--- src/ppm_ptg_pkg.sv ---
// ----------------------------------------------------------------------------
// ppm_ptg_pkg
// Types, register map and constants of the PPM pulse train generator.
// ----------------------------------------------------------------------------
package ppm_ptg_pkg;

  localparam int DEF_MAX_CHANNELS = 16;
  localparam int DEF_TIME_BITS    = 20;

  localparam int CNT_W   = 5;
  localparam int SW_W    = 12;
  localparam int FL_W    = 20;
  localparam int FS_W    = 16;
  localparam int VAL_W   = 16;
  localparam int CHIDX_W = 4;

  localparam int CFG_IDX_W  = 3;
  localparam int CFG_DATA_W = 20;

  localparam logic [CFG_IDX_W-1:0] CFG_CHANNEL_COUNT = 3'd0;
  localparam logic [CFG_IDX_W-1:0] CFG_SYNC_WIDTH    = 3'd1;
  localparam logic [CFG_IDX_W-1:0] CFG_FRAME_LENGTH  = 3'd2;
  localparam logic [CFG_IDX_W-1:0] CFG_FRAME_SYNC    = 3'd3;
  localparam logic [CFG_IDX_W-1:0] CFG_INVERT        = 3'd4;
  localparam logic [CFG_IDX_W-1:0] CFG_MIN_VALUE     = 3'd5;
  localparam logic [CFG_IDX_W-1:0] CFG_MAX_VALUE     = 3'd6;

  localparam logic [CNT_W-1:0] RST_CHANNEL_COUNT = 5'd8;
  localparam logic [SW_W-1:0]  RST_SYNC_WIDTH    = 12'd300;
  localparam logic [FL_W-1:0]  RST_FRAME_LENGTH  = 20'd22500;
  localparam logic [FS_W-1:0]  RST_FRAME_SYNC    = 16'd3000;
  localparam logic             RST_INVERT        = 1'b0;
  localparam logic [VAL_W-1:0] RST_MIN_VALUE     = 16'd1000;
  localparam logic [VAL_W-1:0] RST_MAX_VALUE     = 16'd2000;

  localparam logic [VAL_W-1:0] CENTER_VALUE = 16'd1500;

  localparam logic MODE_TICK  = 1'b0;
  localparam logic MODE_WRITE = 1'b1;

  typedef enum logic [2:0] {
    PH_START      = 3'd0,
    PH_FRAME_IDLE = 3'd1,
    PH_SYNC       = 3'd2,
    PH_CHAN_IDLE  = 3'd3,
    PH_FINAL      = 3'd4,
    PH_FILL       = 3'd5
  } phase_t;

  typedef struct packed {
    logic               mode;
    logic [CHIDX_W-1:0] channel_index;
    logic [VAL_W-1:0]   channel_value;
  } in_req_t;

  typedef struct packed {
    logic ppm_level;
    logic frame_start;
    logic write_accepted;
  } out_rsp_t;

endpackage

--- src/ppm_pulse_train_generator.sv ---
// ----------------------------------------------------------------------------
// ppm_pulse_train_generator
// PPM encoder: each tick request advances the frame timebase and returns the
// line level; channel writes land in a two-slot value RAM and go live at the
// next frame start.
// ----------------------------------------------------------------------------
// Channel  Ports                           Request
// in       in_valid, in_stall, in_data     one tick or one channel write
// out      out_valid, out_stall, out_data  one response per request
// cfg      cfg_we, cfg_index, cfg_data     register write, no wait state
//
// One request per clock unless stalled; its response fills the output
// register next cycle. Channel values live in a single-port RAM read once per
// tick (the value of the channel in progress) and written once per accepted
// write. Reset is synchronous; per-slot valid bits stand in for the reset
// contents, so no clearing pass. in_stall is high only while a response waits.
// ----------------------------------------------------------------------------
module ppm_pulse_train_generator #(
  parameter int MAX_CHANNELS = ppm_ptg_pkg::DEF_MAX_CHANNELS,
  parameter int TIME_BITS    = ppm_ptg_pkg::DEF_TIME_BITS
) (
  input  logic                                clk,
  input  logic                                rst_n,
  input  logic                                in_valid,
  output logic                                in_stall,
  input  ppm_ptg_pkg::in_req_t                in_data,
  output logic                                out_valid,
  input  logic                                out_stall,
  output ppm_ptg_pkg::out_rsp_t               out_data,
  input  logic                                cfg_we,
  input  logic [ppm_ptg_pkg::CFG_IDX_W-1:0]   cfg_index,
  input  logic [ppm_ptg_pkg::CFG_DATA_W-1:0]  cfg_data
);
  import ppm_ptg_pkg::*;

  localparam int IDX_W     = (MAX_CHANNELS > 1) ? $clog2(MAX_CHANNELS) : 1;
  localparam int ADDR_W    = IDX_W + 1;
  localparam int MEM_DEPTH = 1 << ADDR_W;
  localparam int FW        = (TIME_BITS > FL_W) ? TIME_BITS : FL_W;
  localparam logic [FW-1:0] TMAX_W = FW'({TIME_BITS{1'b1}});

  // configuration
  logic [CNT_W-1:0] cfg_cnt_r;
  logic [SW_W-1:0]  cfg_sw_r;
  logic [FL_W-1:0]  cfg_fl_r;
  logic [FS_W-1:0]  cfg_fs_r;
  logic             cfg_inv_r;
  logic [VAL_W-1:0] cfg_min_r;
  logic [VAL_W-1:0] cfg_max_r;

  // handshake and response
  logic     out_valid_r;
  out_rsp_t out_data_r;
  out_rsp_t out_nxt;
  logic     in_acc;
  logic     tick_acc;
  logic     wr_acc;
  logic     wr_ok;

  // frame state
  phase_t               phase_r, phase_nxt;
  logic [TIME_BITS-1:0] seg_r, seg_cur, seg_res, seg_nxt;
  logic [TIME_BITS-1:0] ft_r, ft_res, ft_nxt;
  logic [CNT_W-1:0]     ch_r, ch_nxt;
  logic                 defer_r, defer_nxt;
  logic                 frame_go;

  // value store
  logic [VAL_W-1:0]              mem_r [MEM_DEPTH];
  logic [VAL_W-1:0]              rd_data_r;
  logic                          rd_pend_r;
  logic                          rd_vld_r, rd_vld_nxt;
  logic [VAL_W-1:0]              val_r, val_cur;
  logic [ADDR_W-1:0]             mem_addr;
  logic                          mem_we;
  logic [MAX_CHANNELS-1:0]       sel_r, dirty_r, sel_new;
  logic [1:0][MAX_CHANNELS-1:0]  vld_r, nz_r;
  logic [MAX_CHANNELS-1:0]       nz_old, nz_new, lt_cnt, ge_a, cand_a, cand_b;
  logic [IDX_W-1:0]              wr_idx, rd_idx;
  logic                          wr_slot, rd_slot, rd_ch_ok;

  // derived values
  logic [CNT_W-1:0]     cnt_eff;
  logic [CNT_W-1:0]     ea_start;
  logic                 found_a, found_b;
  logic [CNT_W-1:0]     c_a, c_b;
  logic                 sw_zero;
  logic                 v_gt;
  logic [FW-1:0]        fl_w, ft_w, fill_diff;
  logic [TIME_BITS-1:0] fill_a, fill_b;

  // --------------------------------------------------------------------------
  // configuration port
  // --------------------------------------------------------------------------
  always_ff @(posedge clk) begin
    if (!rst_n) begin
      cfg_cnt_r <= RST_CHANNEL_COUNT;
      cfg_sw_r  <= RST_SYNC_WIDTH;
      cfg_fl_r  <= RST_FRAME_LENGTH;
      cfg_fs_r  <= RST_FRAME_SYNC;
      cfg_inv_r <= RST_INVERT;
      cfg_min_r <= RST_MIN_VALUE;
      cfg_max_r <= RST_MAX_VALUE;
    end else if (cfg_we) begin
      unique case (cfg_index)
        CFG_CHANNEL_COUNT: cfg_cnt_r <= cfg_data[CNT_W-1:0];
        CFG_SYNC_WIDTH:    cfg_sw_r  <= cfg_data[SW_W-1:0];
        CFG_FRAME_LENGTH:  cfg_fl_r  <= cfg_data[FL_W-1:0];
        CFG_FRAME_SYNC:    cfg_fs_r  <= cfg_data[FS_W-1:0];
        CFG_INVERT:        cfg_inv_r <= cfg_data[0];
        CFG_MIN_VALUE:     cfg_min_r <= cfg_data[VAL_W-1:0];
        CFG_MAX_VALUE:     cfg_max_r <= cfg_data[VAL_W-1:0];
        default: ;
      endcase
    end
  end

  // --------------------------------------------------------------------------
  // handshake
  // --------------------------------------------------------------------------
  assign in_stall = out_valid_r & out_stall;
  assign in_acc   = in_valid & ~in_stall;
  assign tick_acc = in_acc & (in_data.mode == MODE_TICK);
  assign wr_acc   = in_acc & (in_data.mode == MODE_WRITE);

  assign out_valid = out_valid_r;
  assign out_data  = out_data_r;

  assign cnt_eff = ({1'b0, cfg_cnt_r} > (CNT_W + 1)'(MAX_CHANNELS)) ?
                   CNT_W'(MAX_CHANNELS) : cfg_cnt_r;
  assign sw_zero = (cfg_sw_r == '0);

  assign wr_ok = ({1'b0, in_data.channel_index} < cnt_eff) &&
                 ({2'b0, in_data.channel_index} < (CHIDX_W + 2)'(MAX_CHANNELS)) &&
                 (in_data.channel_value >= cfg_min_r) &&
                 (in_data.channel_value <= cfg_max_r);

  // --------------------------------------------------------------------------
  // current channel value and segment count
  // --------------------------------------------------------------------------
  assign val_cur = rd_pend_r ? (rd_vld_r ? rd_data_r : CENTER_VALUE) : val_r;
  assign seg_cur = defer_r ? (TIME_BITS'(val_cur) - TIME_BITS'(1)) : seg_r;
  assign v_gt    = val_cur > VAL_W'(cfg_sw_r);

  assign fl_w      = FW'(cfg_fl_r);
  assign ft_w      = FW'(ft_r);
  assign fill_diff = fl_w - ft_w;
  assign fill_a    = (fl_w > ft_w) ?
                     ((fill_diff > TMAX_W) ? TIME_BITS'(TMAX_W) : TIME_BITS'(fill_diff)) :
                     '0;
  assign fill_b    = (fl_w > TMAX_W) ? TIME_BITS'(TMAX_W) : TIME_BITS'(fl_w);

  assign ea_start = (phase_r == PH_FRAME_IDLE) ? '0 : ch_r + CNT_W'(1);

  always_comb begin
    for (int i = 0; i < MAX_CHANNELS; i++) begin
      sel_new[i] = sel_r[i] ^ dirty_r[i];
      nz_old[i]  = ~vld_r[sel_r[i]][i] | nz_r[sel_r[i]][i];
      nz_new[i]  = ~vld_r[sel_new[i]][i] | nz_r[sel_new[i]][i];
      lt_cnt[i]  = CNT_W'(i) < cnt_eff;
      ge_a[i]    = CNT_W'(i) >= ea_start;
    end
  end

  assign cand_a  = nz_old & lt_cnt & ge_a;
  assign cand_b  = nz_new & lt_cnt;
  assign found_a = |cand_a;
  assign found_b = |cand_b;

  always_comb begin
    c_a = '0;
    c_b = '0;
    for (int i = MAX_CHANNELS - 1; i >= 0; i--) begin
      if (cand_a[i]) c_a = CNT_W'(i);
      if (cand_b[i]) c_b = CNT_W'(i);
    end
  end

  // --------------------------------------------------------------------------
  // next state: resolve zero-length segments within one tick
  // --------------------------------------------------------------------------
  always_comb begin
    logic go_e;
    logic go_fl;
    logic go_s;
    go_e      = 1'b0;
    go_fl     = 1'b0;
    go_s      = 1'b0;
    phase_nxt = phase_r;
    seg_res   = seg_cur;
    ch_nxt    = ch_r;
    ft_res    = ft_r;
    frame_go  = 1'b0;
    defer_nxt = 1'b0;

    if (phase_r == PH_START) begin
      go_s = 1'b1;
    end else if (seg_cur == '0) begin
      unique case (phase_r)
        PH_FRAME_IDLE: go_e = 1'b1;
        PH_SYNC: begin
          if (v_gt) begin
            phase_nxt = PH_CHAN_IDLE;
            seg_res   = TIME_BITS'(val_cur - VAL_W'(cfg_sw_r));
          end else begin
            go_e = 1'b1;
          end
        end
        PH_CHAN_IDLE: go_e = 1'b1;
        PH_FINAL:     go_fl = 1'b1;
        default:      go_s = 1'b1;
      endcase
    end

    if (go_e) begin
      if (sw_zero) begin
        if (found_a) begin
          phase_nxt = PH_CHAN_IDLE;
          ch_nxt    = c_a;
          defer_nxt = 1'b1;
        end else begin
          phase_nxt = PH_FINAL;
          go_fl     = 1'b1;
        end
      end else begin
        ch_nxt    = ea_start;
        phase_nxt = (ea_start < cnt_eff) ? PH_SYNC : PH_FINAL;
        seg_res   = TIME_BITS'(cfg_sw_r);
      end
    end

    if (go_fl) begin
      phase_nxt = PH_FILL;
      seg_res   = fill_a;
      if (fill_a == '0) go_s = 1'b1;
    end

    if (go_s) begin
      frame_go  = 1'b1;
      ft_res    = '0;
      ch_nxt    = '0;
      defer_nxt = 1'b0;
      phase_nxt = PH_FRAME_IDLE;
      seg_res   = TIME_BITS'(cfg_fs_r);
      if (cfg_fs_r == '0) begin
        if (sw_zero) begin
          if (found_b) begin
            phase_nxt = PH_CHAN_IDLE;
            ch_nxt    = c_b;
            defer_nxt = 1'b1;
          end else begin
            phase_nxt = PH_FILL;
            seg_res   = fill_b;
          end
        end else begin
          phase_nxt = (cnt_eff != '0) ? PH_SYNC : PH_FINAL;
          seg_res   = TIME_BITS'(cfg_sw_r);
        end
      end
    end
  end

  assign seg_nxt = (seg_res != '0) ? seg_res - TIME_BITS'(1) : '0;
  assign ft_nxt  = (ft_res != '1) ? ft_res + TIME_BITS'(1) : ft_res;

  // --------------------------------------------------------------------------
  // outputs
  // --------------------------------------------------------------------------
  always_comb begin
    out_nxt = '0;
    if (in_data.mode == MODE_WRITE) begin
      out_nxt.ppm_level      = ((phase_r == PH_SYNC) || (phase_r == PH_FINAL)) ?
                               ~cfg_inv_r : cfg_inv_r;
      out_nxt.write_accepted = wr_ok;
    end else begin
      out_nxt.ppm_level   = ((phase_nxt == PH_SYNC) || (phase_nxt == PH_FINAL)) ?
                            ~cfg_inv_r : cfg_inv_r;
      out_nxt.frame_start = frame_go;
    end
  end

  always_ff @(posedge clk) begin
    if (!rst_n) begin
      out_valid_r <= 1'b0;
    end else if (in_acc) begin
      out_valid_r <= 1'b1;
    end else if (!out_stall) begin
      out_valid_r <= 1'b0;
    end
  end

  always_ff @(posedge clk) begin
    if (in_acc) begin
      out_data_r <= out_nxt;
    end
  end

  // --------------------------------------------------------------------------
  // frame state registers
  // --------------------------------------------------------------------------
  always_ff @(posedge clk) begin
    if (!rst_n) begin
      phase_r   <= PH_START;
      seg_r     <= TIME_BITS'(RST_FRAME_SYNC);
      ft_r      <= '0;
      ch_r      <= '0;
      defer_r   <= 1'b0;
      rd_pend_r <= 1'b0;
    end else begin
      rd_pend_r <= tick_acc;
      if (tick_acc) begin
        phase_r <= phase_nxt;
        seg_r   <= seg_nxt;
        ft_r    <= ft_nxt;
        ch_r    <= ch_nxt;
        defer_r <= defer_nxt;
      end else begin
        seg_r   <= seg_cur;
        defer_r <= 1'b0;
      end
    end
  end

  always_ff @(posedge clk) begin
    val_r    <= val_cur;
    rd_vld_r <= rd_vld_nxt;
  end

  // --------------------------------------------------------------------------
  // value store: two slots per channel, active slot chosen by sel_r
  // --------------------------------------------------------------------------
  assign wr_idx   = IDX_W'(in_data.channel_index);
  assign wr_slot  = ~sel_r[wr_idx];
  assign rd_ch_ok = {1'b0, ch_nxt} < (CNT_W + 1)'(MAX_CHANNELS);
  assign rd_idx   = rd_ch_ok ? IDX_W'(ch_nxt) : '0;
  assign rd_slot  = frame_go ? sel_new[rd_idx] : sel_r[rd_idx];
  assign rd_vld_nxt = rd_ch_ok & vld_r[rd_slot][rd_idx];

  assign mem_we   = wr_acc & wr_ok;
  assign mem_addr = wr_acc ? {wr_slot, wr_idx} : {rd_slot, rd_idx};

  always_ff @(posedge clk) begin
    if (mem_we) begin
      mem_r[mem_addr] <= in_data.channel_value;
    end
    rd_data_r <= mem_r[mem_addr];
  end

  always_ff @(posedge clk) begin
    if (!rst_n) begin
      sel_r   <= '0;
      dirty_r <= '0;
      vld_r   <= '0;
    end else if (tick_acc && frame_go) begin
      sel_r   <= sel_new;
      dirty_r <= '0;
    end else if (mem_we) begin
      dirty_r[wr_idx]        <= 1'b1;
      vld_r[wr_slot][wr_idx] <= 1'b1;
    end
  end

  always_ff @(posedge clk) begin
    if (mem_we) begin
      nz_r[wr_slot][wr_idx] <= (in_data.channel_value != '0);
    end
  end

  // --------------------------------------------------------------------------
  // assertions
  // --------------------------------------------------------------------------
  a_defer_has_data: assert property (@(posedge clk) disable iff (!rst_n)
    defer_r |-> rd_pend_r)
    else $error("deferred segment load without read data");

  a_frame_flip: assert property (@(posedge clk) disable iff (!rst_n)
    (tick_acc && frame_go) |=> (dirty_r == '0))
    else $error("pending channel values not promoted at frame start");

  a_rsp_kind: assert property (@(posedge clk) disable iff (!rst_n)
    out_valid_r |-> !(out_data_r.frame_start && out_data_r.write_accepted))
    else $error("response flags both a frame start and a write");

endmodule
--- config.mk ---
export PLATFORM = sky130hd
export DESIGN_NAME = ppm_pulse_train_generator
export DESIGN_NICKNAME = d
export VERILOG_FILES = /design/src/ppm_ptg_pkg.sv /design/src/ppm_pulse_train_generator.sv
export SDC_FILE = /design/constraint.sdc
export NUM_CORES = 2
export LEC_CHECK = 0
export BUFFER_PORTS_ARGS = -buffer_cell sky130_fd_sc_hd__buf_4
export CORE_MARGIN = 5
export CORE_UTILIZATION = 25
export DETAILED_ROUTE_END_ITERATION = 8
export SETUP_SLACK_MARGIN = 0.02
export SLEW_MARGIN = 30
export SYNTH_ARGS = -nofsm -noshare
export SYNTH_HDL_FRONTEND = slang
export SYNTH_SLANG_ARGS = --single-unit
--- constraint.sdc ---
create_clock -name clk -period 9.5 [get_ports clk]
set_input_delay 1.425 -clock clk [delete_from_list [all_inputs] [get_ports clk]]
set_output_delay 1.425 -clock clk [all_outputs]
set_load 0.01 [all_outputs]
# Word level (Yosys, flattened, before mapping)
# Memories as Yosys holds them, arrays and structs flattened. A register that Yosys moved wholly into a read port is not among the register bits.
# Index checks and enable logic that the tools add are counted.
# op_classes
addsub	6
magnitude_cmp	80
n_eq_ne	14
muxes	252
bitwise	97
reduce_logical	30
# ops
cell	count
20-bit two-way mux	19
5-bit two-way mux	48
16-bit two-way mux	13
15-bit two-way mux	8
14-bit two-way mux	8
13-bit two-way mux	8
12-bit two-way mux	8
11-bit two-way mux	8
10-bit two-way mux	8
9-bit two-way mux	8
1-bit by 2-bit < comparator with 1-bit output (second input constant)	34
3-bit two-way mux	22
8-bit two-way mux	8
7-bit two-way mux	8
16-bit AND	3
6-bit two-way mux	8
4-bit two-way mux	11
1-bit two-way mux	43
4-bit by 5-bit >= comparator with 1-bit output (first input constant)	8
20-bit greater-than comparator (second input constant)	2
20-bit zero test	2
4-bit by 5-bit < comparator with 1-bit output (first input constant)	8
1-bit inverter	38
32-bit bitwise mux	1
50 further kinds	147
# word_totals
ff_bits	253
ramBits	512
wordCells	505
memories	1
# memory_table
memory	depth	width	read_ports	rd_ports_with_merged_regs	wr	line_no	source
mem_r	32	16	1	1	1	ppm_pulse_train_generator.sv:69	logic [VAL_W-1:0] mem_r [MEM_DEPTH];

# Logic depth before layout (Yosys ltp)
# depth
ltp_word	36
depth_mapped	31
mapped_depth_nobuf	24

# Least setup slack after synthesis
# OpenSTA, ideal clock, no wires.
# synth_timing
kind	register -> register
startpoint	register rd_pend_r
endpoint	memory mem_r[16][0] (enable)
t_arrival_ps	7103
required_ps	9091
slack_ps	1988
stages_incl_launch_ff	26
n_path_buf	6
period_less_slack_ps	7512
path_cell_list	dfxtp_1 > buf_6 > buf_6 > buf_2 > nand3b_1 > o21ai_0 > inv_1 > ha_1 > a21oi_1 > nor2b_1 > a2111oi_1 > a21oi_1 > o22ai_1 > or4b_4 > o31ai_4 > o21ai_1 > or4_4 > and2_1 > buf_6 > a2111oi_2 > a2111oi_1 > a2111oi_4 > a31oi_2 > clkbuf_1 > clkbuf_1 > nor3_1
# synth_between
elab_chain_cells	17
elab_cells_between_ends	29
classes_between	add/sub: 1; order compare: 2; mux: 25; reduce/logical: 1
# synth_rtl
element	line_no	source
start: declaration	ppm_pulse_train_generator.sv:71	logic rd_pend_r;
start signal: assignment	ppm_pulse_train_generator.sv:310	rd_pend_r <= tick_acc;
16-bit two-way mux (*)	ppm_pulse_train_generator.sv:141	assign val_cur = rd_pend_r ? (rd_vld_r ? rd_data_r : CENTER_VALUE) : val_r;
named net val_cur[10]	ppm_pulse_train_generator.sv:73	logic [VAL_W-1:0] val_r, val_cur;
16-bit by 1-bit subtractor with 17-bit output	ppm_pulse_train_generator.sv:142	assign seg_cur = defer_r ? (TIME_BITS'(val_cur) - TIME_BITS'(1)) : seg_r;
20-bit two-way mux	ppm_pulse_train_generator.sv:142	
20-bit zero test	ppm_pulse_train_generator.sv:198	end else if (seg_cur == '0) begin
1-bit two-way mux	ppm_pulse_train_generator.sv:198	
1-bit two-way mux	ppm_pulse_train_generator.sv:196	if (phase_r == PH_START) begin
1-bit two-way mux	ppm_pulse_train_generator.sv:217	if (found_a) begin
[2 not listed]	--	
1-bit two-way mux	ppm_pulse_train_generator.sv:232	if (go_fl) begin
5-bit two-way mux	ppm_pulse_train_generator.sv:238	if (go_s) begin
5-bit < comparator	ppm_pulse_train_generator.sv:334	assign rd_ch_ok = {1'b0, ch_nxt} < (CNT_W + 1)'(MAX_CHANNELS);
4-bit two-way mux	ppm_pulse_train_generator.sv:335	assign rd_idx = rd_ch_ok ? IDX_W'(ch_nxt) : '0;
1-bit binary-select mux with 4-bit select	ppm_pulse_train_generator.sv:336	assign rd_slot = frame_go ? sel_new[rd_idx] : sel_r[rd_idx];
1-bit two-way mux (not written as such)	ppm_pulse_train_generator.sv:336	
1-bit two-way mux	ppm_pulse_train_generator.sv:336	
5-bit two-way mux (*)	ppm_pulse_train_generator.sv:340	assign mem_addr = wr_acc ? {wr_slot, wr_idx} : {rd_slot, rd_idx};
end: declaration	ppm_pulse_train_generator.sv:69	
# The timed path passes the listed nets; every way through them passes the cells marked *. The select of a mux whose other input is x is not followed.

# Final worst setup path
# layout_timing
startpoint	register rd_vld_r
endpoint	register rd_data_r[7], read port of mem_r
# layout_between
elab_chain_cells	18
elab_cells_between_ends	30
classes_between	add/sub: 1; order compare: 2; mux: 26; reduce/logical: 1
# layout_rtl
element	line_no	source
start: declaration	ppm_pulse_train_generator.sv:72	logic rd_vld_r, rd_vld_nxt;
start signal: assignment	ppm_pulse_train_generator.sv:326	rd_vld_r <= rd_vld_nxt;
16-bit two-way mux (*) (2 in a row)	ppm_pulse_train_generator.sv:141	
named net val_cur[1]	ppm_pulse_train_generator.sv:73	
16-bit by 1-bit subtractor with 17-bit output	ppm_pulse_train_generator.sv:142	
20-bit two-way mux	ppm_pulse_train_generator.sv:142	
20-bit zero test	ppm_pulse_train_generator.sv:198	
1-bit two-way mux	ppm_pulse_train_generator.sv:198	
1-bit two-way mux	ppm_pulse_train_generator.sv:196	
1-bit two-way mux	ppm_pulse_train_generator.sv:217	
[2 not listed]	--	
1-bit two-way mux	ppm_pulse_train_generator.sv:232	
5-bit two-way mux	ppm_pulse_train_generator.sv:238	
5-bit < comparator	ppm_pulse_train_generator.sv:334	
4-bit two-way mux	ppm_pulse_train_generator.sv:335	
1-bit binary-select mux with 4-bit select	ppm_pulse_train_generator.sv:336	
1-bit two-way mux (not written as such)	ppm_pulse_train_generator.sv:336	
1-bit two-way mux	ppm_pulse_train_generator.sv:336	
5-bit two-way mux (*)	ppm_pulse_train_generator.sv:340	
end: declaration	ppm_pulse_train_generator.sv:70	logic [VAL_W-1:0] rd_data_r;
# Marks and branches as above.
# A chain may end at the register's enable or synchronous reset.

==> results.cfg <==
[status]
outcome = finished clean

[sta]
timing.hold.ws_ps = 456
slew_headroom = 0.364
fmax_ghz = 0.119
drv_slew = 0
fin_ws_ps = 1120
setup-violations-final = 0
hold_viol_final = 0
fin_crit_ps = 8380
setup_tns_ps = 0
tightest_slew_ps = 955
rsz0062_at_grt = false
fin_skew_ps = 34.2
period_share = 0.883

[pwr]
internal_power_mw = 5.69
sw_frac_of_total = 0.256
pwr-share-comb = 0.099
power_leakage_nw = 14.7
p_switching_mw = 1.96
power_density_mw_per_mm2 = 178
peakVddDrop_mv = 0.128
seqPwrFrac = 0.488
clockPowerShare = 0.413
power_mw = 7.65

[route]
routed_wl_mm = 123
drtIter0Drc = 3137
ant_nets = 0
routed-via-count = 27991
dr.pass1.iters = 7
routed_via_density = 5.16
drcViolationCount = 0
wl_per_cell_um = 22.6

[place]
dp.cells = 5281
dp_hpwl_mm = 85.6
gp_congestion = 0.919
placed_cell_area_mm2 = 0.0402
io_buffer_count = 53
place_worst_setup_slack_ps = 960

[die]
ios = 54
die_h_um = 396
core_area_mm2 = 0.148
rows = 141
die_w_um = 396
die_area_mm2 = 0.157
start_util = 0.252

[logic_synthesis]
yosysWarnings = 0
synth_largest_area_cell = edfxtp_1
synth_seq_area_share = 0.567
syn_area_mm2 = 0.0372
synthCells = 3385
synth-async-reset-ratio = 0
ys_types = 108
avgSynthCellArea_um2 = 11.0
ys_seq_elements = 781
synth_area_leaders = edfxtp_1, dfxtp_1, nand2_1, mux4_2, ha_1
yosysTopAreaCellShare = 0.441
yosys_most_used_dff = edfxtp_1
synth_edf_count = 547
synthesis.nets = 3511

[layout]
postLayoutCoreUtil = 0.290
final_cell_mix = nand2_1, edfxtp_1, nor2_1
final_common_cell = nand2_1
final_cell_area_mm2 = 0.0429
drive_above_1_share = 0.123
fin_nets = 3558
area_growth_pct = 15.1
fin_cells = 5429

[setup_path]
path_max_fanout = 62
crit_path_end_kind = register
startpoint_type = register
critPathArrivalTime_ps = 8910
crit_type = reg -> reg
cp.required_ps = 10030

[global_routing]
grt_pass1_wl_mm = 181
grt_max_degree = 81
grt.busiest_layer = met2
antenna_found_initial = 4
use_met1 = 0.216
grt_pass1_vias = 26554
use_met2 = 0.235
track_usage = 0.151
gr-usage-met3 = 0.0323
globalRouteOverflowTotal = 0

[clocking]
post_cts_resized = 0
cts_sinks = 781
cts_tree = yes
clockRootBuffer = clkbuf_16
worstSkewPairLatency_ps = 680
clk_path_buf_depth = 3
clk_pin_slew_ps = 70
numCtsBuffers = 78
htree_levels = 3
cts_setup_buffers = 0
postCtsHoldBufs = 0

[worst_hold_path]
hold_path.class = reg -> reg

[flow_run]
drv_cap = 0
==> area by class of cell <==
| type | instances | area [um^2] |
|---|---|---|
| fillers | 15168 | 105000 |
| repair buffers | 145 | 1170 |
| multi-input cells | 2318 | 15200 |
| clock inverters | 49 | 473 |
| flip-flops and latches | 781 | 21100 |
| clock buffers | 96 | 2120 |
| diodes | 2 | 5.00 |
| inverters | 108 | 407 |
| well taps | 1930 | 2410 |
==> power groups by stage <==
stage / clock, mW / combinational (mW) / sequential, mW
CTS: 3.21 / 0.749 / 3.73
global route: 3.36 / 0.811 / 3.73
global placement: 0 / 0.742 / 3.80
floorplan: 0 / 0.440 / 3.76
detailed placement: 0 / 0.746 / 3.80
finish: 3.16 / 0.760 / 3.73
==> per-layer routing <==
layer	vias to the layer above	part of all wire
met5	-	0
met4	0	0.023
met3	167	0.085
met2	1198	0.45
met1	13955	0.44
li1	12671	-
==> registers in the layout, summed over array words and instances (netlist names), 20 cells and up <==
register,count
cfg_fl_r,20
ft_r,20
mem_r,512
nz_r,32
seg_r,20
vld_r,32
==> worst paths after layout <==
kind | startpoint | endpoint | slack (ps) | cells past startpoint
worst max-delay path | rd_vld_r$_DFF_P_ | rd_data_r[7]$_DFF_P_ | 1120 | 23
worst max register to register | rd_vld_r$_DFF_P_ | rd_data_r[7]$_DFF_P_ | 1120 | 23
worst min-delay path | cfg_min_r[14]$_SDFFE_PN0P_ | cfg_min_r[14]$_SDFFE_PN0P_ | 460 | 2
worst min register to register | cfg_min_r[14]$_SDFFE_PN0P_ | cfg_min_r[14]$_SDFFE_PN0P_ | 460 | 2
==> Yosys cell counts (31+ instances only) <==
library cell / instances
a21o_1: 36
a21oi_1: 164
a22oi_1: 31
a31oi_1: 52
and3_1: 67
clkbuf_1: 140
dfxtp_1: 234
edfxtp_1: 547
ha_1: 75
inv_1: 106
mux2i_1: 34
mux4_2: 69
nand2_1: 559
nand2b_1: 50
nand3_1: 125
nor2_1: 247
nor2b_1: 33
nor3_1: 67
o211ai_1: 37
o21a_1: 69
o21ai_0: 80
xnor2_1: 48
xor2_1: 39
==> cells by family (layout without fill, tap and decap cells) <==
kind of cell,Yosys count,count (layout),synth area share
other,0,2,0
AOI/OAI and AO/OA,705,705,0.132
DFF,781,781,0.567
buffers and inverters,286,398,0.0301
xor gates and xnor gates,87,87,0.0205
muxes,119,119,0.0557
adders and majority gates,77,77,0.0263
and+or+nand+nor,1330,1330,0.169
==> critical path, stage by stage, from the launching register on <==
cell and delay [ps]:
dfxtp_1 760, and2_1 430, a21oi_1 170, inv_1 150
ha_1 250, nor2b_1 150, o31a_1 300, o211ai_1 280
a21oi_1 180, o22ai_1 470, or4b_4 570, o31ai_4 200
o21ai_1 150, nor3_1 470, a21o_1 470, mux2_2 390
a2111oi_1 610, a2111oi_4 220, a31oi_4 300, buf_4 630
nor2_1 380, a22o_1 310, a221oi_2 210, o221ai_1 180
Note: power is estimated with default switching activity, not from simulation.
